[config.mk]
export PLATFORM = sky130hd
export DESIGN_NAME = bresenham_line_rasterizer_flat
export DESIGN_NICKNAME = d
export VERILOG_FILES = /design/src/hdl/blr_pkg.sv /design/src/hdl/blr_ifs.sv /design/src/hdl/bresenham_line_rasterizer.sv /design/src/hdl/blr_in_stage.sv /design/src/hdl/blr_step.sv /design/src/hdl/blr_out_stage.sv /design/src/flat_wrapper.sv
export SDC_FILE = /design/constraint.sdc
export NUM_CORES = 1
export LEC_CHECK = 0
export ABC_AREA = 1
export BUFFER_PORTS_ARGS = -buffer_cell sky130_fd_sc_hd__buf_2
export CAP_MARGIN = 20
export CORE_MARGIN = 2
export CORE_UTILIZATION = 45
export CTS_CLUSTER_DIAMETER = 120
export DETAILED_ROUTE_END_ITERATION = 7
export GPL_TIMING_DRIVEN = 1
export HOLD_SLACK_MARGIN = 0.1
export PLACE_DENSITY = 0.72
export SYNTH_ARGS = -nofsm -noshare
export SYNTH_HDL_FRONTEND = slang
export SYNTH_SLANG_ARGS = --single-unit
[constraint.sdc]
create_clock -name clk -period 11.3 [get_ports clk]
set_input_delay 1.695 -clock clk [delete_from_list [all_inputs] [get_ports clk]]
set_output_delay 1.695 -clock clk [all_outputs]
set_load 0.02 [all_outputs]
[src/hdl/blr_pkg.sv]
// ----------------------------------------------------------------------------
// blr_pkg
// Types and constants shared across the line rasterizer.
// ----------------------------------------------------------------------------
package blr_pkg;

  localparam int COORD_BITS_DEF = 12;

  typedef enum logic {
    KIND_LOAD = 1'b0,
    KIND_TICK = 1'b1
  } item_kind_t;

  // input register -> step unit
  typedef struct packed {
    logic       valid;
    item_kind_t kind;
  } in_ctl_t;

  // step unit -> result register
  typedef struct packed {
    logic emit;
    logic last;
  } res_ctl_t;

endpackage

[src/hdl/blr_ifs.sv]
// ----------------------------------------------------------------------------
// blr channel interfaces
// Valid/ready channels for line commands and emitted pixels.
// ----------------------------------------------------------------------------
interface blr_in_if #(
  parameter int COORD_BITS = blr_pkg::COORD_BITS_DEF
);
  import blr_pkg::*;

  logic                  valid;
  logic                  ready;
  logic                  kind;
  logic [COORD_BITS-1:0] start_x;
  logic [COORD_BITS-1:0] start_y;
  logic [COORD_BITS-1:0] end_x;
  logic [COORD_BITS-1:0] end_y;

  modport source (output valid, kind, start_x, start_y, end_x, end_y, input ready);
  modport sink   (input valid, kind, start_x, start_y, end_x, end_y, output ready);
endinterface

interface blr_out_if #(
  parameter int COORD_BITS = blr_pkg::COORD_BITS_DEF
);
  import blr_pkg::*;

  logic                  valid;
  logic                  ready;
  logic [COORD_BITS-1:0] pixel_x;
  logic [COORD_BITS-1:0] pixel_y;
  logic                  last_pixel;

  modport source (output valid, pixel_x, pixel_y, last_pixel, input ready);
  modport sink   (input valid, pixel_x, pixel_y, last_pixel, output ready);
endinterface

[src/hdl/bresenham_line_rasterizer.sv]
// ----------------------------------------------------------------------------
// bresenham_line_rasterizer
// Integer Bresenham line rasterizer: load endpoints, one pixel per tick while a line is active.
// ----------------------------------------------------------------------------
//  channel   dir  handshake       payload
//  in_chan   in   valid / ready   kind, start_x, start_y, end_x, end_y
//  out_chan  out  valid / ready   pixel_x, pixel_y, last_pixel
//
//  One transaction per clock sustained while out_chan is not stalled; a tick's
//  pixel reaches out_chan through the input register, then the result register.
//  Throughput is set by the single add/compare on the decision register.
//  rst_n (synchronous) empties both registers and idles the line state.
//  Output stalls back up through the input register to in_chan.ready.
// ----------------------------------------------------------------------------
module bresenham_line_rasterizer #(
  parameter int COORD_BITS = blr_pkg::COORD_BITS_DEF
) (
  input  logic       clk,
  input  logic       rst_n,
  blr_in_if.sink     in_chan,
  blr_out_if.source  out_chan
);
  import blr_pkg::*;

  in_ctl_t               ctl;
  res_ctl_t              res;
  logic                  advance;
  logic                  space;
  logic [COORD_BITS-1:0] sx, sy, ex, ey;
  logic [COORD_BITS-1:0] px, py;

  blr_in_stage #(.COORD_BITS(COORD_BITS)) u_in_stage (
    .clk     (clk),
    .rst_n   (rst_n),
    .in_chan (in_chan),
    .advance (advance),
    .ctl     (ctl),
    .sx      (sx),
    .sy      (sy),
    .ex      (ex),
    .ey      (ey)
  );

  blr_step #(.COORD_BITS(COORD_BITS)) u_step (
    .clk     (clk),
    .rst_n   (rst_n),
    .ctl     (ctl),
    .sx      (sx),
    .sy      (sy),
    .ex      (ex),
    .ey      (ey),
    .space   (space),
    .advance (advance),
    .res     (res),
    .px      (px),
    .py      (py)
  );

  blr_out_stage #(.COORD_BITS(COORD_BITS)) u_out_stage (
    .clk      (clk),
    .rst_n    (rst_n),
    .advance  (advance),
    .res      (res),
    .px       (px),
    .py       (py),
    .space    (space),
    .out_chan (out_chan)
  );

endmodule

[src/hdl/blr_in_stage.sv]
// ----------------------------------------------------------------------------
// blr_in_stage
// Input register: captures one transaction, releases it on advance.
// ----------------------------------------------------------------------------
module blr_in_stage #(
  parameter int COORD_BITS = blr_pkg::COORD_BITS_DEF
) (
  input  logic                    clk,
  input  logic                    rst_n,
  blr_in_if.sink                  in_chan,
  input  logic                    advance,
  output blr_pkg::in_ctl_t        ctl,
  output logic [COORD_BITS-1:0]   sx,
  output logic [COORD_BITS-1:0]   sy,
  output logic [COORD_BITS-1:0]   ex,
  output logic [COORD_BITS-1:0]   ey
);
  import blr_pkg::*;

  logic                  valid_r;
  item_kind_t            kind_r;
  logic [COORD_BITS-1:0] sx_r;
  logic [COORD_BITS-1:0] sy_r;
  logic [COORD_BITS-1:0] ex_r;
  logic [COORD_BITS-1:0] ey_r;
  logic                  take;

  assign in_chan.ready = !valid_r || advance;
  assign take          = in_chan.valid && in_chan.ready;

  always_ff @(posedge clk) begin
    if (!rst_n) begin
      valid_r <= 1'b0;
    end else if (in_chan.ready) begin
      valid_r <= in_chan.valid;
    end
  end

  always_ff @(posedge clk) begin
    if (take) begin
      kind_r <= item_kind_t'(in_chan.kind);
      sx_r   <= in_chan.start_x;
      sy_r   <= in_chan.start_y;
      ex_r   <= in_chan.end_x;
      ey_r   <= in_chan.end_y;
    end
  end

  assign ctl.valid = valid_r;
  assign ctl.kind  = kind_r;
  assign sx        = sx_r;
  assign sy        = sy_r;
  assign ex        = ex_r;
  assign ey        = ey_r;

endmodule

[src/hdl/blr_step.sv]
// ----------------------------------------------------------------------------
// blr_step
// Line state and one Bresenham step: load sets up, tick emits a pixel while a line is active.
// ----------------------------------------------------------------------------
module blr_step #(
  parameter int COORD_BITS = blr_pkg::COORD_BITS_DEF
) (
  input  logic                    clk,
  input  logic                    rst_n,
  input  blr_pkg::in_ctl_t        ctl,
  input  logic [COORD_BITS-1:0]   sx,
  input  logic [COORD_BITS-1:0]   sy,
  input  logic [COORD_BITS-1:0]   ex,
  input  logic [COORD_BITS-1:0]   ey,
  input  logic                    space,
  output logic                    advance,
  output blr_pkg::res_ctl_t       res,
  output logic [COORD_BITS-1:0]   px,
  output logic [COORD_BITS-1:0]   py
);
  import blr_pkg::*;

  localparam int DEC_W = COORD_BITS + 3;
  localparam int DLT_W = COORD_BITS + 1;

  logic                    active_r;
  logic                    steep_r;
  logic                    minor_down_r;
  logic [COORD_BITS-1:0]   cur_x_r;
  logic [COORD_BITS-1:0]   cur_y_r;
  logic [COORD_BITS-1:0]   major_end_r;
  logic signed [DEC_W-1:0] decision_r;
  logic [DLT_W-1:0]        tmin_r;
  logic [DLT_W-1:0]        tmaj_r;

  // load setup
  logic [COORD_BITS-1:0]   adx;
  logic [COORD_BITS-1:0]   ady;
  logic                    ld_steep;
  logic                    ld_swap;
  logic [COORD_BITS-1:0]   s0x, s0y, e0x, e0y;
  logic [COORD_BITS-1:0]   major_d;
  logic [COORD_BITS-1:0]   minor_d;
  logic [DLT_W-1:0]        ld_tmin;
  logic signed [DEC_W-1:0] ld_dec;

  // tick step
  logic                    is_tick;
  logic                    last;
  logic                    go_minor;
  logic [COORD_BITS-1:0]   x_minor;
  logic [COORD_BITS-1:0]   y_minor;
  logic signed [DEC_W-1:0] dec_nxt;

  always_comb begin
    adx      = (sx > ex) ? (sx - ex) : (ex - sx);
    ady      = (sy > ey) ? (sy - ey) : (ey - sy);
    ld_steep = !(ady < adx);
    ld_swap  = ld_steep ? (sy > ey) : (sx > ex);
    s0x      = ld_swap ? ex : sx;
    s0y      = ld_swap ? ey : sy;
    e0x      = ld_swap ? sx : ex;
    e0y      = ld_swap ? sy : ey;
    major_d  = ld_steep ? ady : adx;
    minor_d  = ld_steep ? adx : ady;
    ld_tmin  = {minor_d, 1'b0};
    ld_dec   = $signed({2'b00, ld_tmin}) - $signed({3'b000, major_d});
  end

  always_comb begin
    is_tick  = (ctl.kind == KIND_TICK);
    last     = (steep_r ? cur_y_r : cur_x_r) == major_end_r;
    go_minor = (decision_r > $signed(DEC_W'(0)));
    x_minor  = minor_down_r ? (cur_x_r - 1'b1) : (cur_x_r + 1'b1);
    y_minor  = minor_down_r ? (cur_y_r - 1'b1) : (cur_y_r + 1'b1);
    dec_nxt  = decision_r + $signed({2'b00, tmin_r})
             - (go_minor ? $signed({2'b00, tmaj_r}) : $signed(DEC_W'(0)));
  end

  assign advance  = ctl.valid && space;
  assign res.emit = is_tick && active_r;
  assign res.last = last;
  assign px       = cur_x_r;
  assign py       = cur_y_r;

  always_ff @(posedge clk) begin
    if (!rst_n) begin
      active_r <= 1'b0;
    end else if (advance) begin
      if (!is_tick) begin
        active_r <= 1'b1;
      end else if (active_r && last) begin
        active_r <= 1'b0;
      end
    end
  end

  always_ff @(posedge clk) begin
    if (advance) begin
      if (!is_tick) begin
        steep_r      <= ld_steep;
        minor_down_r <= ld_steep ? (e0x < s0x) : (e0y < s0y);
        major_end_r  <= ld_steep ? e0y : e0x;
        cur_x_r      <= s0x;
        cur_y_r      <= s0y;
        tmin_r       <= ld_tmin;
        tmaj_r       <= {major_d, 1'b0};
        decision_r   <= ld_dec;
      end else if (active_r && !last) begin
        if (steep_r) begin
          cur_y_r <= cur_y_r + 1'b1;
          if (go_minor) begin
            cur_x_r <= x_minor;
          end
        end else begin
          cur_x_r <= cur_x_r + 1'b1;
          if (go_minor) begin
            cur_y_r <= y_minor;
          end
        end
        decision_r <= dec_nxt;
      end
    end
  end

endmodule

[src/hdl/blr_out_stage.sv]
// ----------------------------------------------------------------------------
// blr_out_stage
// Result register: holds one pixel until the sink takes it.
// ----------------------------------------------------------------------------
module blr_out_stage #(
  parameter int COORD_BITS = blr_pkg::COORD_BITS_DEF
) (
  input  logic                    clk,
  input  logic                    rst_n,
  input  logic                    advance,
  input  blr_pkg::res_ctl_t       res,
  input  logic [COORD_BITS-1:0]   px,
  input  logic [COORD_BITS-1:0]   py,
  output logic                    space,
  blr_out_if.source               out_chan
);
  import blr_pkg::*;

  logic                  valid_r;
  logic [COORD_BITS-1:0] px_r;
  logic [COORD_BITS-1:0] py_r;
  logic                  last_r;
  logic                  load;

  assign space = !valid_r || out_chan.ready;
  assign load  = advance && res.emit;

  always_ff @(posedge clk) begin
    if (!rst_n) begin
      valid_r <= 1'b0;
    end else if (space) begin
      valid_r <= load;
    end
  end

  always_ff @(posedge clk) begin
    if (load) begin
      px_r   <= px;
      py_r   <= py;
      last_r <= res.last;
    end
  end

  assign out_chan.valid      = valid_r;
  assign out_chan.pixel_x    = px_r;
  assign out_chan.pixel_y    = py_r;
  assign out_chan.last_pixel = last_r;

endmodule

[src/flat_wrapper.sv]
// flat-port wrapper written by rule: the top's interface ports become plain ports
module bresenham_line_rasterizer_flat import blr_pkg::*;
#(
  parameter int COORD_BITS = blr_pkg::COORD_BITS_DEF
)
  (clk, rst_n, in_chan_valid, in_chan_kind, in_chan_start_x, in_chan_start_y, in_chan_end_x, in_chan_end_y, in_chan_ready, out_chan_valid, out_chan_pixel_x, out_chan_pixel_y, out_chan_last_pixel, out_chan_ready);
  blr_in_if #(.COORD_BITS(COORD_BITS)) in_chan_i ();
  blr_out_if #(.COORD_BITS(COORD_BITS)) out_chan_i ();
  input  logic clk;
  input  logic rst_n;
  input wire logic [$bits(in_chan_i.valid)-1:0] in_chan_valid;
  input wire logic [$bits(in_chan_i.kind)-1:0] in_chan_kind;
  input wire logic [$bits(in_chan_i.start_x)-1:0] in_chan_start_x;
  input wire logic [$bits(in_chan_i.start_y)-1:0] in_chan_start_y;
  input wire logic [$bits(in_chan_i.end_x)-1:0] in_chan_end_x;
  input wire logic [$bits(in_chan_i.end_y)-1:0] in_chan_end_y;
  output wire logic [$bits(in_chan_i.ready)-1:0] in_chan_ready;
  output wire logic [$bits(out_chan_i.valid)-1:0] out_chan_valid;
  output wire logic [$bits(out_chan_i.pixel_x)-1:0] out_chan_pixel_x;
  output wire logic [$bits(out_chan_i.pixel_y)-1:0] out_chan_pixel_y;
  output wire logic [$bits(out_chan_i.last_pixel)-1:0] out_chan_last_pixel;
  input wire logic [$bits(out_chan_i.ready)-1:0] out_chan_ready;
  assign in_chan_i.valid = in_chan_valid;
  assign in_chan_i.kind = in_chan_kind;
  assign in_chan_i.start_x = in_chan_start_x;
  assign in_chan_i.start_y = in_chan_start_y;
  assign in_chan_i.end_x = in_chan_end_x;
  assign in_chan_i.end_y = in_chan_end_y;
  assign in_chan_ready = in_chan_i.ready;
  assign out_chan_valid = out_chan_i.valid;
  assign out_chan_pixel_x = out_chan_i.pixel_x;
  assign out_chan_pixel_y = out_chan_i.pixel_y;
  assign out_chan_last_pixel = out_chan_i.last_pixel;
  assign out_chan_i.ready = out_chan_ready;
  bresenham_line_rasterizer #(.COORD_BITS(COORD_BITS)) u_core (.clk(clk), .rst_n(rst_n), .in_chan(in_chan_i), .out_chan(out_chan_i));
endmodule
# Yosys cells after proc, flatten, opt, wreduce, memory -nomap -nowiden
# Index checks and enable logic that the tools add are counted.
# totals
reg_bits	154
out_inout_bits	27
elab_cells	86
# classes
addsub	11
n_lt_le_gt_ge	6
eq_ne	5
mux	27
n_bitwise	1
reduce_logical	17
# ops
operator	count
2-to-1 mux 12 bit	20
subtractor 12 bit	4
< comparator 12 bit	3
2-to-1 mux 15 bit	2
adder 12 x 1 -> 12 bit, second input constant	2
greater-than comparator 12 bit	2
subtractor 12 x 1 -> 12 bit, second input constant	2
adder 15 x 14 -> 15 bit	1
greater-than comparator 15 x 1 -> 1 bit, second input constant	1
subtractor 15 x 14 -> 15 bit	1
subtractor 13 x 12 -> 14 bit	1
2-to-1 mux 13 bit	1
== test 12 bit	1
logical AND 1 bit	6
!= test 3 bit, second input constant	2
AND reduction 2 bit	3
AND reduction 3 bit	2
zero test 1 bit	4
2-to-1 mux 1 bit	4
!= test 2 bit, second input constant	2
logical OR 1 bit	2
inverter 1 bit	1

# Logic depth before layout (Yosys ltp)
# Gate-level depths: netlist of run 1.
# logic_depth
ltp_word	7
depth_mapped	40
ltp_nobuf	39

# Hierarchy
# From an unflattened synthesis of run 1, not the netlist that was laid out.
# unflattened
hier_cells	1676
area_unflattened_um2	12634.6
# by_module_without_submodules
module	instances	cells_each	area_each_um2
blr_step	1	1586	10296.1
blr_in_stage	1	58	1537.7
blr_out_stage	1	32	800.8

# Least setup slack after synthesis of run 1
# Ideal clock, no wire load.
# synth_timing
kind	register to register
start	reg u_core.u_in_stage.sy_r[0], in the netlist u_core.u_in_stage.sy[0]
end	reg u_core.u_step.decision_r[9] (data pin)
arrival_ps	4946
required_time_ps	11047
slack_ps	6101
path_stages_with_launch	35
synth_period_minus_slack_ps	5199
path_cell_list	edfxtp_1 inv_1 ha_1 inv_1 fa_1 nand2_1 nand2_2 nand2_2 nand3_4 nand2_4 buf_6 mux2i_2 nand3_1 o211ai_2 xor2_1 inv_2 ha_1 nand2_1 a21oi_1 nor2_1 nand2_1 a21oi_2 buf_2 buf_1 o21ai_0 ha_1 nand2_1 o21ai_1 inv_1 o21ai_2 nand3_1 nand2_1 nand3_1 nand3_1 nand2_1
# synth_via
elab_chain_len	6
elab_cells_between_ends	9
# synth_rtl
item	line	text
start: declaration	blr_in_stage.sv:23	logic [COORD_BITS-1:0] sy_r;
start signal: assignment	blr_in_stage.sv:43	sy_r <= in_chan.start_y;
subtractor 12 bit / greater-than comparator 12 bit (equally long branches)	blr_step.sv:57	ady = (sy > ey) ? (sy - ey) : (ey - sy);
2-to-1 mux 12 bit (*)	blr_step.sv:57	
< comparator 12 bit	blr_step.sv:58	ld_steep = !(ady < adx);
2-to-1 mux 12 bit (*)	blr_step.sv:65	minor_d = ld_steep ? adx : ady;
named net u_core.u_step.minor_d[0]	blr_step.sv:43	logic [COORD_BITS-1:0] minor_d;
subtractor 13 x 12 -> 14 bit (*)	blr_step.sv:67	ld_dec = $signed({2'b00, ld_tmin}) - $signed({3'b000, major_d});
2-to-1 mux 15 bit (*)	blr_step.sv:100	if (!is_tick) begin
end signal: assignment	blr_step.sv:108	decision_r <= ld_dec;
end signal: assignment	blr_step.sv:121	decision_r <= dec_nxt;
end: declaration	blr_step.sv:32	logic signed [DEC_W-1:0] decision_r;
# Mark *: on every way through the listed nets, which the timed path passes. The rest lies on a longest branch.
# A chain may end at the register's enable or synchronous reset.

# Worst setup path in the final report of run 1
# layout_timing
start	reg u_core.u_in_stage.sy_r[0], in the netlist u_core.u_in_stage.sy[0]
end	reg u_core.u_step.minor_down_r (data pin)
# layout_via
elab_chain_len	7
elab_cells_between_ends	13
# layout_rtl
item	line	text
subtractor 12 bit / greater-than comparator 12 bit (equally long branches)	blr_step.sv:57, blr_step.sv:59	
2-to-1 mux 12 bit	blr_step.sv:57	
< comparator 12 bit	blr_step.sv:58	
2-to-1 mux 1 bit	blr_step.sv:59	ld_swap = ld_steep ? (sy > ey) : (sx > ex);
2-to-1 mux 12 bit, on equally long branches	--	
< comparator 12 bit	blr_step.sv:102	minor_down_r <= ld_steep ? (e0x < s0x) : (e0y < s0y);
2-to-1 mux 1 bit (*)	blr_step.sv:102	
end signal: assignment	blr_step.sv:102	
end: declaration	blr_step.sv:28	logic minor_down_r;
# Mark *: on every way between the ends. The rest lies on a longest branch, timed or not.

==> results by group, run 1 <==
Final layout
  • Nets: 1,727
  • Area delta synth->final: 11.24%
  • Area of the multi-input gates: 6230 um^2
  • Area occupied by registers: 4594 um^2
  • Diode count: 0
  • Fill count: 2,483
  • Ratio of cells with drive above 1 in the final layout: 0.1153

Clock tree
  • Clock buffer depth: 2
  • Root Driver: clkbuf_16
  • TritonCTS clock tree: done
  • # hold bufs at CTS: 0
  • H-tree levels: 4
  • Cts repair resizes: 0
  • Clock sinks: 154
  • Worst-skew pair later-pin latency: 440 ps
  • Cts bufs inserted: 17
  • Clock slew at reported path FFs: 70 ps
  • Post-CTS Setup Inserts: 0

Place
  • Worst slack, placed: 4981 ps
  • PortBufs: 79
  • GP Congestion: 1.005
  • Dpl hpwl: 24.59 mm

Power
  • Leak: 6.421 nW
  • Max VDD drop: 152.6 uV
  • Pwr per Cell Area: 274.5 nW/um^2

Global route
  • Gr usage total: 0.2264
  • Remaining global-route overflow: 0
  • Initial antenna violation count: 0
  • Vias in the first global route: 9,571
  • First-pass GRT wire length: 49.91 mm
  • Largest net degree at the start of global routing: 69

Critical path
  • Crit. End Element: flop
  • Critical path buffers and inverters: 5
  • CP top delay family: simple AND/OR/NAND/NOR gates
  • Crit Path Max Fanout: 68
  • Worst path slowest cell: o21ai_0
  • Crit path arrival time: 6680 ps
  • Req. time, crit path: 11,500 ps
  • Crit-path most repeated cell: nand2_1
  • Crit Path Class: reg2reg
  • Flop2flop setup slack: 4810 ps
  • Slowest stage delay, CP: 750 ps
  • Worst setup SP type: flop

STA
  • Fin crit share: 0.5740
  • Final slew viol count: 0
  • Count of final setup violators: 0
  • Final Hold Viols: 0
  • Worst Skew: 12.55 ps
  • Setup ws final: 4813 ps
  • RSZ-0062 raised after global routing: no
  • Minimum clock period: 6487 ps
  • Slew HR: 0.3943
  • Maximum clock rate: 0.1542 GHz
  • Setup_tns: 0 ps
  • Worst Tran Pin Value: 899.1 ps

Yosys
  • Top FF cell, synth: edfxtp_1
  • Post-synth top area cell: edfxtp_1
  • Post-synth net total: 1,661
  • Synthesized area per cell: 7.961 um^2
  • Most frequent cell after synthesis: nand2_1
  • EDFF count, synth: 151
  • Top cells by area, synth: edfxtp_1 38%, nand2_1 12%, ha_1 8.5%
  • Post-synth top cells: 396 x nand2_1, 244 x inv_1, 151 x edfxtp_1
  • Ys async rst share: 0
  • Post-Syn Instances: 1,508
  • Mapped cell area: 12,010 um^2
  • Register area share after synthesis: 0.3827
  • Synthesis-stage register bit count: 154
  • Syn. warnings: 0
  • Netlist cell types: 52
  • Post-synth top area share: 0.3777

Run
  • Max-Cap Viols: 0

Route
  • DR vias: 10,200
  • Initial drt markers: 1,007
  • Via-per-instance ratio: 5.309
  • Drt wl/cell: 16.15 um
  • Drt pass-1 iters: 8
  • Antenna viol nets, final: 0
  • DRT Wirelength: 31.04 mm
  • DRC violations left: 6

Floorplan
  • Core area: 26,130 um^2
  • Die width: 167.3 um
  • Die area: 28,000 um^2
  • I/O pins: 80
  • Height of the die: 167.3 um
  • Row cnt: 59
  • Initial Util: 0.4594

Outcome
  • Outcome: complete, but fails checks
  • Failing checks: DRC

Min path
  • Min-Delay Path Class: reg2reg
==> sequential cells by signal (all words and copies together), names as in the netlist <==
| name | flops |
|---|---|
| u_core.u_step.steep_r | 1 |
| u_core.u_step.active_r | 1 |
| u_core.u_in_stage.kind_r | 1 |
| u_core.u_in_stage.valid_r | 1 |
| u_core.u_out_stage.out_chan.pixel_x | 12 |
| u_core.u_in_stage.sy | 12 |
| u_core.u_step.decision_r | 15 |
| u_core.u_step.minor_down_r | 1 |
| u_core.u_step.tmaj_r | 12 |
| u_core.u_in_stage.sx | 12 |
| u_core.u_step.px | 12 |
| u_core.u_out_stage.out_chan.pixel_y | 12 |
| u_core.u_out_stage.out_chan.last_pixel | 1 |
| u_core.u_in_stage.ey | 12 |
| u_core.u_step.py | 12 |
| u_core.u_in_stage.ex | 12 |
| u_core.u_step.tmin_r | 12 |
| u_core.u_out_stage.out_chan.valid | 1 |
| u_core.u_step.major_end_r | 12 |
==> worst paths after layout <==
kind / from / depth (start not counted) / end
setup / recovery: u_core.u_in_stage.sy[0] / 32 / u_core.u_step.minor_down_r
hold / removal: u_core.u_step.py[9] / 0 / u_core.u_out_stage.out_chan.pixel_y[9]
setup reg to reg: u_core.u_in_stage.sy[0] / 32 / u_core.u_step.minor_down_r
hold reg to reg: u_core.u_step.py[9] / 0 / u_core.u_out_stage.out_chan.pixel_y[9]
==> power breakdown <==
part / switching [W] / leakage (nW) / internal [W] / total [W]
Sequential: 0.0000442 / 1.44 / 0.000782 / 0.000826
Clock: 0.000272 / 0.317 / 0.000363 / 0.000635
Combinational: 0.00150 / 4.66 / 0.000704 / 0.00221
Total: 0.00182 / 6.42 / 0.00185 / 0.00367
==> cell usage in the layout, fill, tap and decap left out, types with 5 or more instances in the layout <==
| master | n |
|---|---|
| xnor2_1 | 8 |
| nor4_1 | 8 |
| clkbuf_16 | 17 |
| o21ai_0 | 124 |
| ha_1 | 82 |
| nand2_2 | 20 |
| nor2_1 | 59 |
| buf_2 | 79 |
| nand4_1 | 14 |
| nor3_1 | 11 |
| o21ai_2 | 6 |
| mux2i_1 | 14 |
| inv_2 | 12 |
| nand3_1 | 89 |
| inv_8 | 5 |
| buf_4 | 6 |
| a21oi_1 | 74 |
| edfxtp_1 | 151 |
| o21ai_1 | 24 |
| fa_1 | 18 |
| inv_1 | 243 |
| xor2_1 | 55 |
| o21bai_1 | 5 |
| nand2_1 | 396 |
==> kinds of logic (layout without fill, tap and decap cells) <==
family,after synthesis,count (layout),synth area share
AO/OA/AOI/OAI,259,259,0.1189
XOR/XNOR,63,63,0.04596
adder cells (fa/ha/maj),100,100,0.1155
buffers and inverters,297,376,0.09922
flip-flops,154,154,0.3827
multiplexers,15,15,0.01282
AND/OR/NAND/NOR,620,620,0.2249
==> per-stage QoR <==
stage	cells	util	total power, W	hold WS, ps	cell area (um^2)
after global placement	1887	0.4839	0.002954	438.1	12640
after global routing	1922	0.5110	0.003978	487.2	13350
final	1922	0.5110	0.003666	460.3	13350
after CTS	1919	0.5089	0.003640	462.1	13300
after floorplan	1508	-	0.002471	424.4	12010
after detailed placement	1887	0.4839	0.002994	444.7	12640
==> layout make-up <==
class / instances / share of cell area
multi-input combinational: 1057 / 0.4665
sequential: 154 / 0.3440
inverter: 256 / 0.07196
timing repair buffer: 88 / 0.03710
clock buffer: 17 / 0.03186
tap: 335 / 0.03139
clock inverter: 15 / 0.01715
==> routing by layer <==
| metal | GRT usage | part of all wire | up-vias |
|---|---|---|---|
| li1 | - | - | 5066 |
| met1 | 0.3265 | 0.46 | 4701 |
| met2 | 0.3554 | 0.45 | 396 |
| met3 | 0.03474 | 0.072 | 40 |
| met4 | 0.06314 | 0.019 | 0 |
| met5 | 0 | 0 | - |
Power figures use the tool's default switching activity.
==> inputs of run 2 (changes only) <==
clock period = 6.6 ns   (was 11.3 ns; I/O delays follow)
==> results by group, run 2 (same netlist as run 1, synthesis figures left out) <==
Clock tree
  • Clock buffer depth: 2 (unchanged)
  • Cts bufs inserted: 17 (unchanged)
  • H-tree levels: 4 (unchanged)
  • Root Driver: clkbuf_16
  • Worst-skew pair later-pin latency: 440 ps (about the same)
  • Clock slew at reported path FFs: 80 ps (about the same)
  • TritonCTS clock tree: done
  • # hold bufs at CTS: 0 (unchanged)
  • Cts repair resizes: 0 (unchanged)
  • Clock sinks: 154 (unchanged)
  • Post-CTS Setup Inserts: 0 (unchanged)

Route
  • Antenna viol nets, final: 0 (unchanged)
  • Initial drt markers: 1,132 (+12%)
  • Via-per-instance ratio: 5.357 (+0.90%)
  • DR vias: 10,310 (+1.0%)
  • M1 WL: 14.39 mm (+0.12%)
  • DR WL met2: 13.83 mm (about the same)
  • Max Used Layer: met4
  • DRT Wirelength: 31.08 mm (+0.14%)
  • Drt pass-1 iters: 8 (unchanged)
  • Met3 wire length: 2.235 mm (-0.31%)
  • Drt wl/cell: 16.15 um (about the same)
  • DRC violations left: 6 (unchanged)

Floorplan
  • Die area: 28,000 um^2 (unchanged)
  • Height of the die: 167.3 um (unchanged)
  • Core area: 26,130 um^2 (unchanged)
  • Row cnt: 59 (unchanged)
  • I/O pins: 80 (unchanged)
  • Die width: 167.3 um (unchanged)
  • Initial Util: 0.4594 (unchanged)

STA
  • Maximum clock rate: 0.1750 GHz (+14%)
  • Worst Tran Pin Value: 894.8 ps (-4.253 ps)
  • RSZ-0062 raised after global routing: no
  • Setup_tns: 0 ps (unchanged)
  • Fin crit share: 0.8658 (+0.2917)
  • Count of final setup violators: 0 (unchanged)
  • Minimum clock period: 5714 ps (-772.6 ps)
  • Final Hold Viols: 0 (unchanged)
  • Setup ws final: 886.0 ps (-3927 ps)
  • Final slew viol count: 0 (unchanged)
  • Slew HR: 0.3972 (+0.002866)
  • Worst Skew: 17.44 ps (+4.891 ps)

Place
  • GP Congestion: 0.9637 (-4.1%)
  • Placed cell area: 12,670 um^2 (+0.22%)
  • PortBufs: 79 (unchanged)
  • Dpl hpwl: 24.23 mm (-1.5%)
  • Worst slack, placed: 1074 ps (-3907 ps)

Critical path
  • Slowest stage delay, CP: 710 ps (-40 ps)
  • Crit Path Max Fanout: 80 (+18%)
  • Req. time, crit path: 6800 ps (-4700 ps)
  • Crit path arrival time: 5920 ps (-760 ps)
  • Crit Path Class: reg2reg
  • Crit. End Element: flop
  • Crit-path most repeated cell: nand2_1
  • Worst setup SP type: flop
  • Worst path slowest cell: o21ai_0
  • CP top delay family: simple AND/OR/NAND/NOR gates
  • Critical path buffers and inverters: 4 (-1)

Power
  • Leak: 6.408 nW (-0.20%)
  • Max VDD drop: 270.0 uV (+77%)
  • Pwr per Cell Area: 464.6 nW/um^2 (+69%)

Final layout
  • Ratio of cells with drive above 1 in the final layout: 0.1164 (+0.001114)
  • Register with the most flip-flops: u_core.u_step.decision_r
  • Fin util: 0.5101 (-0.0009570)
  • Area occupied by registers: 4594 um^2 (unchanged)
  • Flip-flop count of the largest register after layout: 15 (unchanged)
  • Commonest cells after routing, fill and taps aside: 396 x nand2_1, 243 x inv_1, 151 x edfxtp_1
  • Nets: 1,729 (+0.12%)
  • Area of the multi-input gates: 6230 um^2 (unchanged)
  • Final instance area: 13,330 um^2 (-0.19%)
  • Area delta synth->final: 11.03%
  • Most common cell after layout, fill and taps aside: nand2_1
  • Diode count: 0 (unchanged)
  • Fill count: 2,466 (-0.68%)

Global route
  • Vias in the first global route: 9,526 (-0.47%)
  • Gr usage total: 0.2229 (-0.003542)
  • Initial antenna violation count: 0 (unchanged)
  • Remaining global-route overflow: 0 (unchanged)
  • First-pass GRT wire length: 49.17 mm (-1.5%)
  • Largest net degree at the start of global routing: 81 (+17%)

Outcome
  • Outcome: complete, but fails checks
  • Failing checks: DRC

Run
  • Max-Cap Viols: 0 (unchanged)

Min path
  • Min-Delay Path Class: reg2reg
## run 2: changes by cell type in the layout (fill, tap and decap cells not counted)
cell	previous run	this run
clkinv_8	3	6
bufinv_16	3	0
buf_4	6	7
clkinv_4	0	1
buf_12	2	3
inv_8	5	2
inv_6	3	4
clkinv_2	0	1
## run 2: area by class of cell
cell class              count  share of cell area
clock inverters            15             0.01324
flip-flops and latches    154              0.3447
well taps                 335             0.03145
repair buffers             90             0.03924
inverters                 256             0.07209
multi-input cells        1057              0.4674
clock buffers              17             0.03192
## run 2: routing by layer
layer,global-route usage,vias to the layer above
met2,0.3529,419
met4,0.06654,0
met5,0,-
met1,0.3188,4764
li1,-,5082
met3,0.03167,41
## run 2: per-stage QoR
stage | total power [W] | hold slack (ps) | cells
global placement | 0.005057 | 434.4 | 1889
floorplan | 0.004231 | 424.4 | 1508
detailed placement | 0.005126 | 444.6 | 1889
finish | 0.006192 | 466.6 | 1924
CTS | 0.006136 | 464.4 | 1921
global route | 0.006704 | 470.5 | 1924
## run 2: power breakdown
group | switching (W) | internal [W]
Clock | 0.000478 | 0.000509
Combinational | 0.00255 | 0.00124
Sequential | 0.0000757 | 0.00134
## run 2: worst paths after layout
kind | start | endpoint | slack (ps) | depth (start not counted)
max | u_core.u_in_stage.sx[0] | u_core.u_step.minor_down_r | 890 | 32
min | u_core.u_step.py[9] | u_core.u_out_stage.out_chan.pixel_y[9] | 470 | 0
max reg2reg | u_core.u_in_stage.sx[0] | u_core.u_step.minor_down_r | 890 | 32
min reg2reg | u_core.u_step.py[9] | u_core.u_out_stage.out_chan.pixel_y[9] | 470 | 0
==> inputs of run 3 (changes only) <==
CORE_ASPECT_RATIO = 1.75   (was default)
MAX_ROUTING_LAYER = met4   (was default)
==> results by group, run 3 (same netlist as run 1, synthesis figures left out) <==
Route
  • Initial drt markers: 690 (-39%)
  • DRC violations left: 0 (-6)
  • Drt pass-1 iters: 6 (-2)
  • Drt wl/cell: 16.97 um (+5.0%)
  • Via-per-instance ratio: 5.338 (-0.35%)
  • Antenna viol nets, final: 0 (unchanged)
  • DRT Wirelength: 32.57 mm (+4.8%)
  • DR vias: 10,250 (-0.55%)

Place
  • PortBufs: 79 (unchanged)
  • GP Congestion: 1.014 (+5.2%)
  • Dpl hpwl: 26.46 mm (+9.2%)
  • Worst slack, placed: 974.3 ps (-99.60 ps)

STA
  • Minimum clock period: 5758 ps (+44.18 ps)
  • Maximum clock rate: 0.1737 GHz (-0.77%)
  • Final slew viol count: 0 (unchanged)
  • Fin crit share: 0.8725 (+0.006694)
  • RSZ-0062 raised after global routing: no
  • Worst Tran Pin Value: 861.5 ps (-33.33 ps)
  • Count of final setup violators: 0 (unchanged)
  • Hold slack: 468.8 ps (+2.194 ps)
  • Worst Skew: 14.43 ps (-3.009 ps)
  • Setup ws final: 841.8 ps (-44.18 ps)
  • Final Hold Viols: 0 (unchanged)
  • Slew HR: 0.4230 (+0.02585)
  • Setup_tns: 0 ps (unchanged)

Power
  • Max VDD drop: 385.7 uV (+43%)
  • Pwr per Cell Area: 466.9 nW/um^2 (+0.51%)
  • Total Power: 0.006241 W (+0.78%)
  • Leak: 6.433 nW (+0.38%)

Final layout
  • Ratio of cells with drive above 1 in the final layout: 0.1192 (+0.002772)
  • Most common cell after layout, fill and taps aside: nand2_1
  • Nets: 1,734 (+0.29%)
  • Flip-flop count of the largest register after layout: 15 (unchanged)
  • Commonest cells after routing, fill and taps aside: 396 x nand2_1, 243 x inv_1, 151 x edfxtp_1
  • Fill count: 2,465 (-0.041%)
  • Area delta synth->final: 11.33%
  • Area of the multi-input gates: 6230 um^2 (unchanged)
  • Area occupied by registers: 4594 um^2 (unchanged)
  • Register with the most flip-flops: u_core.u_step.decision_r

Floorplan
  • I/O pins: 80 (unchanged)
  • Row cnt: 79 (+34%)
  • Core area: 26,390 um^2 (+0.99%)
  • Die width: 127.5 um (-24%)
  • Initial Util: 0.4549 (-0.004508)
  • Height of the die: 220.1 um (+32%)
  • Die area: 28,050 um^2 (+0.18%)

Critical path
  • Critical path buffers and inverters: 5 (+1)
  • Worst setup SP type: flop
  • Req. time, crit path: 6940 ps (+140 ps)
  • Crit-path most repeated cell: nand2_1
  • Worst path slowest cell: fa_1
  • Crit Path Class: reg2reg
  • Crit path arrival time: 6100 ps (+180 ps)
  • Crit Path Max Fanout: 52 (-35%)
  • CP top delay family: simple AND/OR/NAND/NOR gates
  • Crit. End Element: flop
  • Slowest stage delay, CP: 500 ps (-210 ps)

Global route
  • Vias in the first global route: 9,810 (+3.0%)
  • Remaining global-route overflow: 0 (unchanged)
  • Gr usage total: 0.2457 (+0.02283)
  • First-pass GRT wire length: 50.80 mm (+3.3%)
  • Initial antenna violation count: 2 (+2)
  • Largest net degree at the start of global routing: 53 (-35%)

Clock tree
  • Clock buffer depth: 2 (unchanged)
  • Cts repair resizes: 0 (unchanged)
  • Worst-skew pair later-pin latency: 460 ps (+20 ps)
  • # hold bufs at CTS: 0 (unchanged)
  • Clock sinks: 154 (unchanged)
  • Cts bufs inserted: 17 (unchanged)
  • Post-CTS Setup Inserts: 0 (unchanged)
  • H-tree levels: 4 (unchanged)
  • TritonCTS clock tree: done
  • Clock slew at reported path FFs: 80 ps (about the same)
  • Root Driver: clkbuf_16

Run
  • Max-Cap Viols: 0 (unchanged)

Min path
  • Min-Delay Path Class: reg2reg

Outcome
  • Outcome: finished clean
==> run 3: power by group <==
part | total, W | leakage [nW] | internal (W) | switching (W)
Combinational | 0.00384 | 4.71 | 0.00127 | 0.00257
Clock | 0.000985 | 0.286 | 0.000508 | 0.000477
Sequential | 0.00142 | 1.44 | 0.00134 | 0.0000767
Total | 0.00624 | 6.43 | 0.00312 | 0.00312
==> run 3: per-layer routing <==
metal	track usage	routed length [um]	up-vias
met5	-	0	-
met1	0.2486	12170	4785
met2	0.4494	17470	282
met4	0.1359	1645	0
li1	-	-	5096
met3	0.03666	1290	86
==> run 3: final timing paths <==
path | end | cells past startpoint | start | slack, ps
hold reg to reg | u_core.u_out_stage.out_chan.pixel_y[9] | 0 | u_core.u_step.py[9] | 470
setup / recovery | u_core.u_step.minor_down_r | 34 | u_core.u_in_stage.sx[0] | 840
hold / removal | u_core.u_out_stage.out_chan.pixel_y[9] | 0 | u_core.u_step.py[9] | 470
setup reg to reg | u_core.u_step.minor_down_r | 34 | u_core.u_in_stage.sx[0] | 840
==> run 3: area by class of cell <==
type,instances,share of cell area
clock buffers,17,0.03183
repair buffers,95,0.04250
well taps,324,0.03033
diodes,2,0.0003745
flip-flops and latches,154,0.3438
clock inverters,15,0.01320
multi-input cells,1057,0.4661
inverters,256,0.07190
==> run 3: through the flow <==
step / util / cell area, um^2 / std cells
floorplan: - / 12010 / 1508
global placement: 0.4811 / 12700 / 1883
detailed placement: 0.4816 / 12710 / 1884
CTS: 0.5044 / 13310 / 1916
global route: 0.5064 / 13370 / 1920
finish: 0.5064 / 13370 / 1920
==> run 3: worst reg2reg max path: cells and delay by family (launching register included) <==
kind	cells	cell delay [ps]
and+or+nand+nor	20	2470
AOI/OAI and AO/OA	6	1110
adders and majority gates	3	890
buffers and inverters	5	710
DFF	1	450
